$ cat config.mk
export PLATFORM = sky130hd
export DESIGN_NAME = quadrature_detent_decoder_flat
export DESIGN_NICKNAME = d
export VERILOG_FILES = /design/src/hw/rtl/qdd_pkg.sv /design/src/hw/rtl/qdd_if.sv /design/src/hw/rtl/qdd_step.sv /design/src/hw/rtl/quadrature_detent_decoder.sv /design/src/flat_wrapper.sv
export SDC_FILE = /design/constraint.sdc
export NUM_CORES = 1
export LEC_CHECK = 0
export BUFFER_PORTS_ARGS = -buffer_cell sky130_fd_sc_hd__buf_2
export CAP_MARGIN = 20
export CORE_ASPECT_RATIO = 1.25
export CORE_UTILIZATION = 50
export DETAILED_ROUTE_END_ITERATION = 8
export GPL_TIMING_DRIVEN = 0
export PLACE_DENSITY = 0.71
export SKIP_LAST_GASP = 1
export SLEW_MARGIN = 0
export SYNTH_ARGS = -nofsm -noshare
export SYNTH_HDL_FRONTEND = slang
export SYNTH_SLANG_ARGS = --single-unit
$ cat constraint.sdc
create_clock -name clk -period 5 [get_ports clk]
set_input_delay 0.75 -clock clk [delete_from_list [all_inputs] [get_ports clk]]
set_output_delay 0.75 -clock clk [all_outputs]
set_load 0.02 [all_outputs]
$ cat src/hw/rtl/qdd_pkg.sv
package qdd_pkg;

    localparam int CODE_W = 2;
    localparam int SUM_W  = 4;
    localparam int THR_W  = 3;

    typedef logic [CODE_W-1:0]      code_t;
    typedef logic signed [SUM_W-1:0] sum_t;
    typedef logic [THR_W-1:0]       thr_t;

    typedef enum logic {
        MODE_STEP   = 1'b0,
        MODE_RESYNC = 1'b1
    } mode_t;

    typedef enum logic {
        DIR_CW  = 1'b0,
        DIR_CCW = 1'b1
    } dir_t;

    localparam code_t IDLE_CODE     = 2'b11;
    localparam sum_t  SUM_ZERO      = 4'sd0;
    localparam thr_t  THR_RESET     = 3'd3;
    localparam thr_t  THR_MIN       = 3'd1;

    // step state carried between items
    typedef struct packed {
        code_t prev_code;
        sum_t  step_sum;
    } step_state_t;

    typedef struct packed {
        logic emit;
        dir_t direction;
    } step_res_t;

    // transition table: {previous code, new code} -> -1, 0, +1
    function automatic logic signed [1:0] step_delta(input code_t prev_code, input code_t code);
        logic signed [1:0] delta;
        delta = 2'sd0;
        unique case ({prev_code, code}) inside
            4'd2, 4'd4, 4'd11, 4'd13: delta = 2'sd1;
            4'd1, 4'd7, 4'd8, 4'd14:  delta = -2'sd1;
            default:                  delta = 2'sd0;
        endcase
        return delta;
    endfunction

endpackage

$ cat src/hw/rtl/qdd_if.sv
interface qdd_phase_if;
    import qdd_pkg::*;

    logic valid;
    logic ready;
    logic mode;
    logic clk_level;
    logic dt_level;

    modport source (output valid, output mode, output clk_level, output dt_level, input ready);
    modport sink   (input valid, input mode, input clk_level, input dt_level, output ready);
endinterface

interface qdd_detent_if;
    logic valid;
    logic ready;
    logic direction;

    modport source (output valid, output direction, input ready);
    modport sink   (input valid, input direction, output ready);
endinterface

interface qdd_cfg_if;
    logic       valid;
    logic       ready;
    logic [2:0] step_threshold;

    modport source (output valid, output step_threshold, input ready);
    modport sink   (input valid, input step_threshold, output ready);
endinterface

$ cat src/hw/rtl/qdd_step.sv
module qdd_step
    import qdd_pkg::*;
(
    input  step_state_t state,
    input  mode_t       mode,
    input  code_t       code,
    input  thr_t        step_threshold,
    output step_state_t state_next,
    output step_res_t   res
);

    logic signed [1:0]     delta;
    logic signed [SUM_W:0] sum_raw;
    logic signed [SUM_W:0] sum_sat;
    logic signed [SUM_W:0] thr_pos;
    thr_t                  thr_eff;

    always_comb
    begin
        thr_eff = (step_threshold == '0) ? THR_MIN : step_threshold;
        thr_pos = signed'({{(SUM_W+1-THR_W){1'b0}}, thr_eff});
        delta   = step_delta(state.prev_code, code);
        sum_raw = {state.step_sum[SUM_W-1], state.step_sum}
                  + {{(SUM_W-1){delta[1]}}, delta};
        if (sum_raw > 5'sd7)
            sum_sat = 5'sd7;
        else if (sum_raw < -5'sd7)
            sum_sat = -5'sd7;
        else
            sum_sat = sum_raw;

        state_next.prev_code = code;
        state_next.step_sum  = SUM_ZERO;
        res.emit             = 1'b0;
        res.direction        = DIR_CW;

        if (mode == MODE_STEP)
        begin
            if (code != IDLE_CODE)
                state_next.step_sum = sum_sat[SUM_W-1:0];
            else if (sum_sat >= thr_pos)
                res.emit = 1'b1;
            else if (sum_sat <= -thr_pos)
            begin
                res.emit      = 1'b1;
                res.direction = DIR_CCW;
            end
        end
    end

endmodule

$ cat src/hw/rtl/quadrature_detent_decoder.sv
// Quadrature detent decoder.
// phase:  one transfer per encoder sample; mode 0 steps the decoder with the
//         clk_level/dt_level pair, mode 1 resyncs (last code loaded, step count
//         cleared, never a detent).
// detent: one transfer per detected detent, direction 0 clockwise,
//         1 counterclockwise. Samples that complete no detent give nothing.
// cfg:    writes step_threshold (always ready); the user writes it only while
//         the block is idle, which the block does not enforce.
// A sample passes the input register, then the result register, on its way
// to the detent channel. Throughput: one sample per cycle unless a detent
// stalls; the step table, adder and threshold compare sit in the single stage
// between the two registers. When the receiver stalls the result register
// holds its detent and the input register still drains samples that emit
// nothing; a second pending detent stops phase.ready until the first one
// is taken. Reset: last code idle (both high), step count zero, threshold 3,
// both registers empty.
module quadrature_detent_decoder
    import qdd_pkg::*;
(
    input  logic          clk,
    input  logic          rst_n,
    qdd_phase_if.sink     phase,
    qdd_detent_if.source  detent,
    qdd_cfg_if.sink       cfg
);

    logic        in_valid_reg;
    mode_t       in_mode_reg;
    code_t       in_code_reg;
    logic        out_valid_reg;
    dir_t        out_dir_reg;
    thr_t        thr_reg;
    step_state_t state_reg;

    step_state_t state_next;
    step_res_t   res;
    logic        out_free;
    logic        s1_adv;

    qdd_step u_step (
        .state          (state_reg),
        .mode           (in_mode_reg),
        .code           (in_code_reg),
        .step_threshold (thr_reg),
        .state_next     (state_next),
        .res            (res)
    );

    assign out_free     = !out_valid_reg || detent.ready;
    assign s1_adv       = in_valid_reg && (out_free || !res.emit);
    assign phase.ready  = !in_valid_reg || s1_adv;
    assign cfg.ready    = 1'b1;
    assign detent.valid = out_valid_reg;
    assign detent.direction = out_dir_reg;

    always_ff @(posedge clk or negedge rst_n)
    begin
        if (!rst_n)
        begin
            in_valid_reg        <= 1'b0;
            out_valid_reg       <= 1'b0;
            thr_reg             <= THR_RESET;
            state_reg.prev_code <= IDLE_CODE;
            state_reg.step_sum  <= SUM_ZERO;
        end
        else
        begin
            if (cfg.valid)
                thr_reg <= cfg.step_threshold;

            if (phase.ready)
                in_valid_reg <= phase.valid;

            if (s1_adv)
                state_reg <= state_next;

            if (s1_adv && res.emit)
                out_valid_reg <= 1'b1;
            else if (detent.ready)
                out_valid_reg <= 1'b0;
        end
    end

    // payload
    always_ff @(posedge clk)
    begin
        if (phase.valid && phase.ready)
        begin
            in_mode_reg <= mode_t'(phase.mode);
            in_code_reg <= {phase.clk_level, phase.dt_level};
        end
        if (s1_adv && res.emit)
            out_dir_reg <= res.direction;
    end

endmodule
$ cat src/flat_wrapper.sv
// flat-port wrapper written by rule: the top's interface ports become plain ports
module quadrature_detent_decoder_flat import qdd_pkg::*;
  (clk, rst_n, phase_valid, phase_mode, phase_clk_level, phase_dt_level, phase_ready, detent_valid, detent_direction, detent_ready, cfg_valid, cfg_step_threshold, cfg_ready);
  qdd_phase_if phase_i ();
  qdd_detent_if detent_i ();
  qdd_cfg_if cfg_i ();
  input  logic clk;
  input  logic rst_n;
  input wire logic [$bits(phase_i.valid)-1:0] phase_valid;
  input wire logic [$bits(phase_i.mode)-1:0] phase_mode;
  input wire logic [$bits(phase_i.clk_level)-1:0] phase_clk_level;
  input wire logic [$bits(phase_i.dt_level)-1:0] phase_dt_level;
  output wire logic [$bits(phase_i.ready)-1:0] phase_ready;
  output wire logic [$bits(detent_i.valid)-1:0] detent_valid;
  output wire logic [$bits(detent_i.direction)-1:0] detent_direction;
  input wire logic [$bits(detent_i.ready)-1:0] detent_ready;
  input wire logic [$bits(cfg_i.valid)-1:0] cfg_valid;
  input wire logic [$bits(cfg_i.step_threshold)-1:0] cfg_step_threshold;
  output wire logic [$bits(cfg_i.ready)-1:0] cfg_ready;
  assign phase_i.valid = phase_valid;
  assign phase_i.mode = phase_mode;
  assign phase_i.clk_level = phase_clk_level;
  assign phase_i.dt_level = phase_dt_level;
  assign phase_ready = phase_i.ready;
  assign detent_valid = detent_i.valid;
  assign detent_direction = detent_i.direction;
  assign detent_i.ready = detent_ready;
  assign cfg_i.valid = cfg_valid;
  assign cfg_i.step_threshold = cfg_step_threshold;
  assign cfg_ready = cfg_i.ready;
  quadrature_detent_decoder u_core (.clk(clk), .rst_n(rst_n), .phase(phase_i), .detent(detent_i), .cfg(cfg_i));
endmodule
# Yosys cells after proc, flatten, opt, wreduce, memory -nomap -nowiden
# Cells that the tools add are included.
[word_totals] out_inout_bits=4 inputBits=11 word_cells=50 reg_bits=15
[classes] n_eq_ne=9 reduce_logical=14 n_lt_le_gt_ge=4 mux=13 n_addsub=2
[op_table] op="4-bit equality test, second input constant" n=4
[op_table] op="5-bit 2-to-1 mux" n=2
[op_table] op="4-bit by 3-bit equality test with 1-bit output, second input constant" n=2
[op_table] op="4-bit 2-to-1 mux" n=2
[op_table] op="4-bit OR reduction" n=2
[op_table] op="2-bit 2-to-1 mux" n=3
[op_table] op="4-bit by 2-bit adder with 5-bit output" n=1
[op_table] op="5-bit by 4-bit >= comparator with 1-bit output" n=1
[op_table] op="5-bit by 4-bit > comparator with 1-bit output, second input constant" n=1
[op_table] op="5-bit <= comparator" n=1
[op_table] op="5-bit by 4-bit less-than comparator with 1-bit output, second input constant" n=1
[op_table] op="3-bit negator with 5-bit output" n=1
[op_table] op="4-bit by 1-bit equality test with 1-bit output, second input constant" n=1
[op_table] op="4-bit by 2-bit equality test with 1-bit output, second input constant" n=1
[op_table] op="1-bit 2-to-1 mux" n=4
[op_table] op="2-bit case mux with 2 select lines" n=1
[op_table] op="1-bit logical AND" n=3
[op_table] op="1-bit zero test" n=3
[op_table] op="3-bit zero test" n=1
[op_table] op="1-bit logical OR" n=3
[op_table] op="3-bit 2-to-1 mux" n=1
[op_table] op="3-bit OR reduction" n=1
[op_table] op="2-bit != test, second input constant" n=1
[op_table] op="2-bit nonzero test" n=1

# Depth between registers and ports, before layout
[logic_depth] depth_word=17 depth_mapped=17 ltp_nobuf=17

# Cells and area by module
# Synthesis repeated with hierarchy kept, for this count alone.
[unflattened] cells_unflattened=136 hier_area_um2=1365.1
[by_module_without_submodules] module="quadrature_detent_decoder" seq_area_each_um2=400.4 n_inst=1 cells_each=57 area_each_um2=716.9
[by_module_without_submodules] module="qdd_step" seq_area_each_um2=0.0 n_inst=1 cells_each=79 area_each_um2=648.1

# Worst setup path after synthesis
# No wires, ideal clock.
[synth_timing] path_type="flip-flop to output port" from="register u_core.state_reg[5] (netlist bit)" to="output port phase_ready" arrival_time_ns=3.687 n_path_buf=0 path_stages_with_launch=18 required_ns=4.250 slack_ns=0.563 cell_sequence="dfstp_2 xor2_1 xnor2_1 ha_1 inv_1 fa_1 xor2_1 nand3b_1 nand3_1 ha_1 or3_1 inv_1 ha_1 nor2_1 a21oi_1 nor3_2 o41a_1 or2_1"
[synth_between] elab_chain_cells=16 word_cells_on_any_way=26 cone_classes="add/sub (1); order compare (4); eq/ne (8); mux (7); reduce/logical (6)"
[synth_rtl] item="start: declaration" line_no="quadrature_detent_decoder.sv:33" rtl="step_state_t state_reg;"
[synth_rtl] item="start signal: assignment" line_no="quadrature_detent_decoder.sv:75" rtl="state_reg <= state_next;"
[synth_rtl] item="4-bit by 1-bit equality test with 1-bit output (tied with other cells)" line_no="qdd_step.sv:22" rtl="delta = step_delta(state.prev_code, code);"
[synth_rtl] item="4-bit OR reduction" line_no="qdd_pkg.sv:41" rtl="unique case ({prev_code, code}) inside"
[synth_rtl] item="2-bit case mux with 2 select lines *" line_no="qdd_pkg.sv:41"
[synth_rtl] item="4-bit by 2-bit adder with 5-bit output *" line_no="qdd_step.sv:24" rtl="+ {{(SUM_W-1){delta[1]}}, delta};"
[synth_rtl] item="5-bit by 4-bit less-than comparator with 1-bit output" line_no="qdd_step.sv:27" rtl="else if (sum_raw < -5'sd7)"
[synth_rtl] item="5-bit 2-to-1 mux" line_no="qdd_step.sv:27"
[synth_rtl] item="5-bit 2-to-1 mux *" line_no="qdd_step.sv:25" rtl="if (sum_raw > 5'sd7)"
[synth_rtl] item="5-bit <= comparator" line_no="qdd_step.sv:43" rtl="else if (sum_sat <= -thr_pos)"
[synth_rtl] item="2-bit 2-to-1 mux" line_no="qdd_step.sv:43"
[synth_rtl] item="1-bit 2-to-1 mux *" line_no="qdd_step.sv:41" rtl="else if (sum_sat >= thr_pos)"
[synth_rtl] item="2-bit 2-to-1 mux *" line_no="qdd_step.sv:39" rtl="if (code != IDLE_CODE)"
[synth_rtl] item="2-bit 2-to-1 mux *" line_no="qdd_step.sv:37" rtl="if (mode == MODE_STEP)"
[synth_rtl] item="1-bit zero test *" line_no="quadrature_detent_decoder.sv:50" rtl="assign s1_adv = in_valid_reg && (out_free || !res.emit);"
[synth_rtl] item="1-bit logical OR *" line_no="quadrature_detent_decoder.sv:50"
[synth_rtl] item="1-bit logical AND *" line_no="quadrature_detent_decoder.sv:50"
[synth_rtl] item="1-bit logical OR *" line_no="quadrature_detent_decoder.sv:51" rtl="assign phase.ready = !in_valid_reg || s1_adv;"
[synth_rtl] item="end: declaration" line_no="flat_wrapper.sv:13" rtl="output wire logic [$bits(phase_i.ready)-1:0] phase_ready;"
# Mark *: on every way between the ends. The rest lies on a longest branch, timed or not.

# Final worst setup path
# Same ends and word-level chain as after synthesis.

==> run_results.csv <==
group,metric,value,unit
synth,synth_top_flop_cell,"dfrtp_1",
synth,yosys_warnings,0,
clock_network,h-tree-depth,1,
place,place_congestion,0.839,
setup_path,end_kind,"output port",
cells_and_area,instances_no_fill,160,
global_routing,first_global_vias,889,
place,pre_cts_slack,0.147,ns
cells_and_area,final_nets,157,
clock_network,cts_buffer_depth,2,
floorplanning,core,2050,sq um
clock_network,clock-sinks,15,
power,power.internal,0.000393,W
timing,grt_setup_unrepaired,"no",
floorplanning,die-width,44.5,microns
setup_path,criticalPathCategory,"reg2out",
setup_path,r2r_start,"u_core.state_reg[5]",
power,switching_share,43.1,%
global_routing,grt-ovfl-total,0,
setup_path,timing.rr.end,"u_core.in_mode_reg",
routing,num_vias,860,
global_routing,grt_max_degree,12,
synth,synth.avg_cell_area,10.3,sq um
power,clkPwrFrac,10.0,%
setup_path,crit_chain,"xor2_2 -> xnor2_1 -> ha_2 -> inv_1 -> fa_2 -> xor2_2 -> nand3b_1 -> nand3_2 -> ha_4 -> or3_4 -> inv_2 -> ha_4 -> nor2_1 -> a21oi_1 -> nor3_2 -> o41a_1 -> or2_1 -> buf_2",
cells_and_area,final_util,66.4,%
power,leakagePower,0.605,nW
cells_and_area,largest_register_ffs,6,
timing,whs,0.316,ns
setup_path,reg2reg_slack,0.92,ns
timing,final-setup-viol-count,0,
setup_path,r2r_cells,18,
synth,synth_cells,110,
clock_network,clkLatencyLatePin,0.28,ns
timing,hold_viol,0,
timing,period_share,95.7,%
cells_and_area,diodes,0,
routing,drt_wl_total,2.09,mm
floorplanning,start_util,55.2,%
floorplanning,die_h,55.2,microns
hold_path,min_path_type,"in2async",
place,placed_cells,153,
routing,via_per_inst,5.38,
synth,ys_async_sr_fraction,73.3,%
place,dp.final_hpwl,1.62,mm
setup_path,worstSetupStartpointType,"flop",
routing,drcViolationCount,0,
global_routing,antenna_found_initial,0,
setup_path,cp.arrival,4.04,ns
setup_path,critPathBufInv,3,
cells_and_area,area_delta_synth_final,20.4,%
setup_path,crit_fanout,3,
routing,wl_per_cell,13.1,microns
clock_network,tritoncts,"yes",
power,power.density,507,nW/um^2
routing,drtPass1Iterations,4,
synth,synth_cell_types,42,
setup_path,critical_path.slowest_cell,"dfstp_2",
timing,setup_tns,0,ns
timing,drv_slew,0,
synth,synth_enable_flop_cells,4,
synth,seq_area_frac_synth,35.4,%
job,max-cap-violations,0,
clock_network,clockRootBuffer,"clkbuf_4",
cells_and_area,fillCellCount,164,
clock_network,numCtsBuffers,3,
floorplanning,io_pins,15,
timing,fin_ws,0.213,ns
routing,drtAntennaViolNets,0,
timing,fin_worst_skew,0.000945,ns
setup_path,slowest_delay,0.57,ns
clock_network,clk_pin_slew_worst_paths,0.08,ns
power,switchingPower,0.000297,W
floorplanning,placementRows,18,
synth,syn-cell-area,1130,sq um
power,pwr-share-comb,66.1,%
cells_and_area,drive_gt1_share,35.4,%
setup_path,cp_data_required_time,4.25,ns
routing,first_iter_violations,8,
setup_path,critical-path-top-delay-family,"adder cells",
place,io_buffer_count,13,
power,peakVddDrop,288,uV
global_routing,track_usage,19.4,%
floorplanning,dieArea,2460,sq um
global_routing,grt_pass1_wl,3.47,mm
status,status,"completed",
synth,syn_nets,136,
timing,fin_crit,4.79,ns
timing,fmax,0.209,GHz
power,seq_power_share,23.9,%
synth,ys_seq_elements,15,
[power by group through the flow]
stage                     registers, W  clock network [W]  logic, W
after global routing          0.000167          0.0000747  0.000512
final                         0.000165          0.0000689  0.000456
after detailed placement      0.000166                  0  0.000375
after CTS                     0.000165          0.0000711  0.000403
after global placement        0.000165                  0  0.000363
after floorplan               0.000167                  0  0.000295
[cell type report]
type,instances,area [sq um],share of cell area [%]
multi-input cells,81,753,55.3
flip-flops and latches,15,400,29.4
repair buffers,16,87.6,6.43
inverters,13,48.8,3.58
well taps,30,37.5,2.76
clock buffers,4,26.3,1.93
plain buffers,1,7.51,0.551
[cells in the final DEF, fill, tap and decap left out, drive strengths merged, types with 2 or more instances in the layout]
cell type / Yosys / layout
nand2: 7 / 7
dfrtp: 7 / 7
conb: 2 / 2
nand3: 2 / 2
nor3: 2 / 2
nor2: 4 / 4
xor2: 2 / 2
inv: 13 / 13
ha: 14 / 14
a21oi: 4 / 4
nor2b: 2 / 2
clkbuf: 0 / 4
edfxtp: 4 / 4
dfstp: 4 / 4
o21ai: 7 / 7
buf: 1 / 17
o21bai: 3 / 3
a22o: 4 / 4
xnor2: 3 / 3
nor3b: 2 / 2
mux2: 3 / 3
and2: 2 / 2
[through the flow]
| stage | power, W | instance area, sq um |
|---|---|---|
| floorplan | 0.000461 | 1130 |
| global placement | 0.000528 | 1230 |
| detailed placement | 0.000541 | 1230 |
| CTS | 0.000639 | 1310 |
| global route | 0.000754 | 1360 |
| finish | 0.000690 | 1360 |
[how the worst max path moves through the flow]
stage,start,to,cells after the start
after floorplan,u_core.state_reg[5],phase_ready,17
after global placement,u_core.state_reg[5],phase_ready,17
after detailed placement,u_core.state_reg[5],phase_ready,17
after CTS,u_core.state_reg[5],phase_ready,18
after global routing,u_core.state_reg[5],phase_ready,17
final,u_core.state_reg[5],phase_ready,18
[synthesized netlist by cell type, types with 2 or more instances]
cell | n | area [sq um]
a22o_1 | 4 | 35.0
ha_1 | 14 | 175
inv_1 | 13 | 48.8
edfxtp_1 | 4 | 120
nor2b_1 | 2 | 12.5
o21bai_1 | 3 | 22.5
nand2_1 | 7 | 26.3
mux2_4 | 2 | 30.0
o21ai_0 | 6 | 30.0
dfrtp_1 | 7 | 175
and2_1 | 2 | 12.5
nor2_1 | 4 | 15.0
a21oi_1 | 4 | 20.0
xor2_1 | 2 | 17.5
nand3_1 | 2 | 10.0
xnor2_1 | 3 | 26.3
dfstp_2 | 4 | 105
nor3b_1 | 2 | 15.0
conb_1 | 2 | 7.51
[per-layer routing]
| layer | track usage [%] | wire length, microns | up-vias |
|---|---|---|---|
| met2 | 38.5 | 1150 | 13 |
| li1 | - | - | 430 |
| met4 | 5.56 | 15 | 0 |
| met1 | 19.6 | 870 | 415 |
| met5 | 0 | 0 | - |
| met3 | 5.19 | 60 | 2 |
[repair_timing]
item	4_1_cts	5_1_grt
setup endpoints to repair	1	1
gates resized for setup	7	11
pin swaps	2	8
hold buffers	0	0
setup buffers	2	1
[kinds of logic after synthesis]
logic type | Yosys count | synth area share [%]
AO/OA/AOI/OAI | 28 | 20.2
AND/OR/NAND/NOR | 27 | 13.1
adder cells (fa/ha/maj) | 15 | 17.3
flip-flops | 15 | 35.4
buffers and inverters | 14 | 4.98
XOR/XNOR | 5 | 3.87
multiplexers | 4 | 4.54
other | 2 | 0.664
No activity file was read; power rests on OpenSTA's default activity.
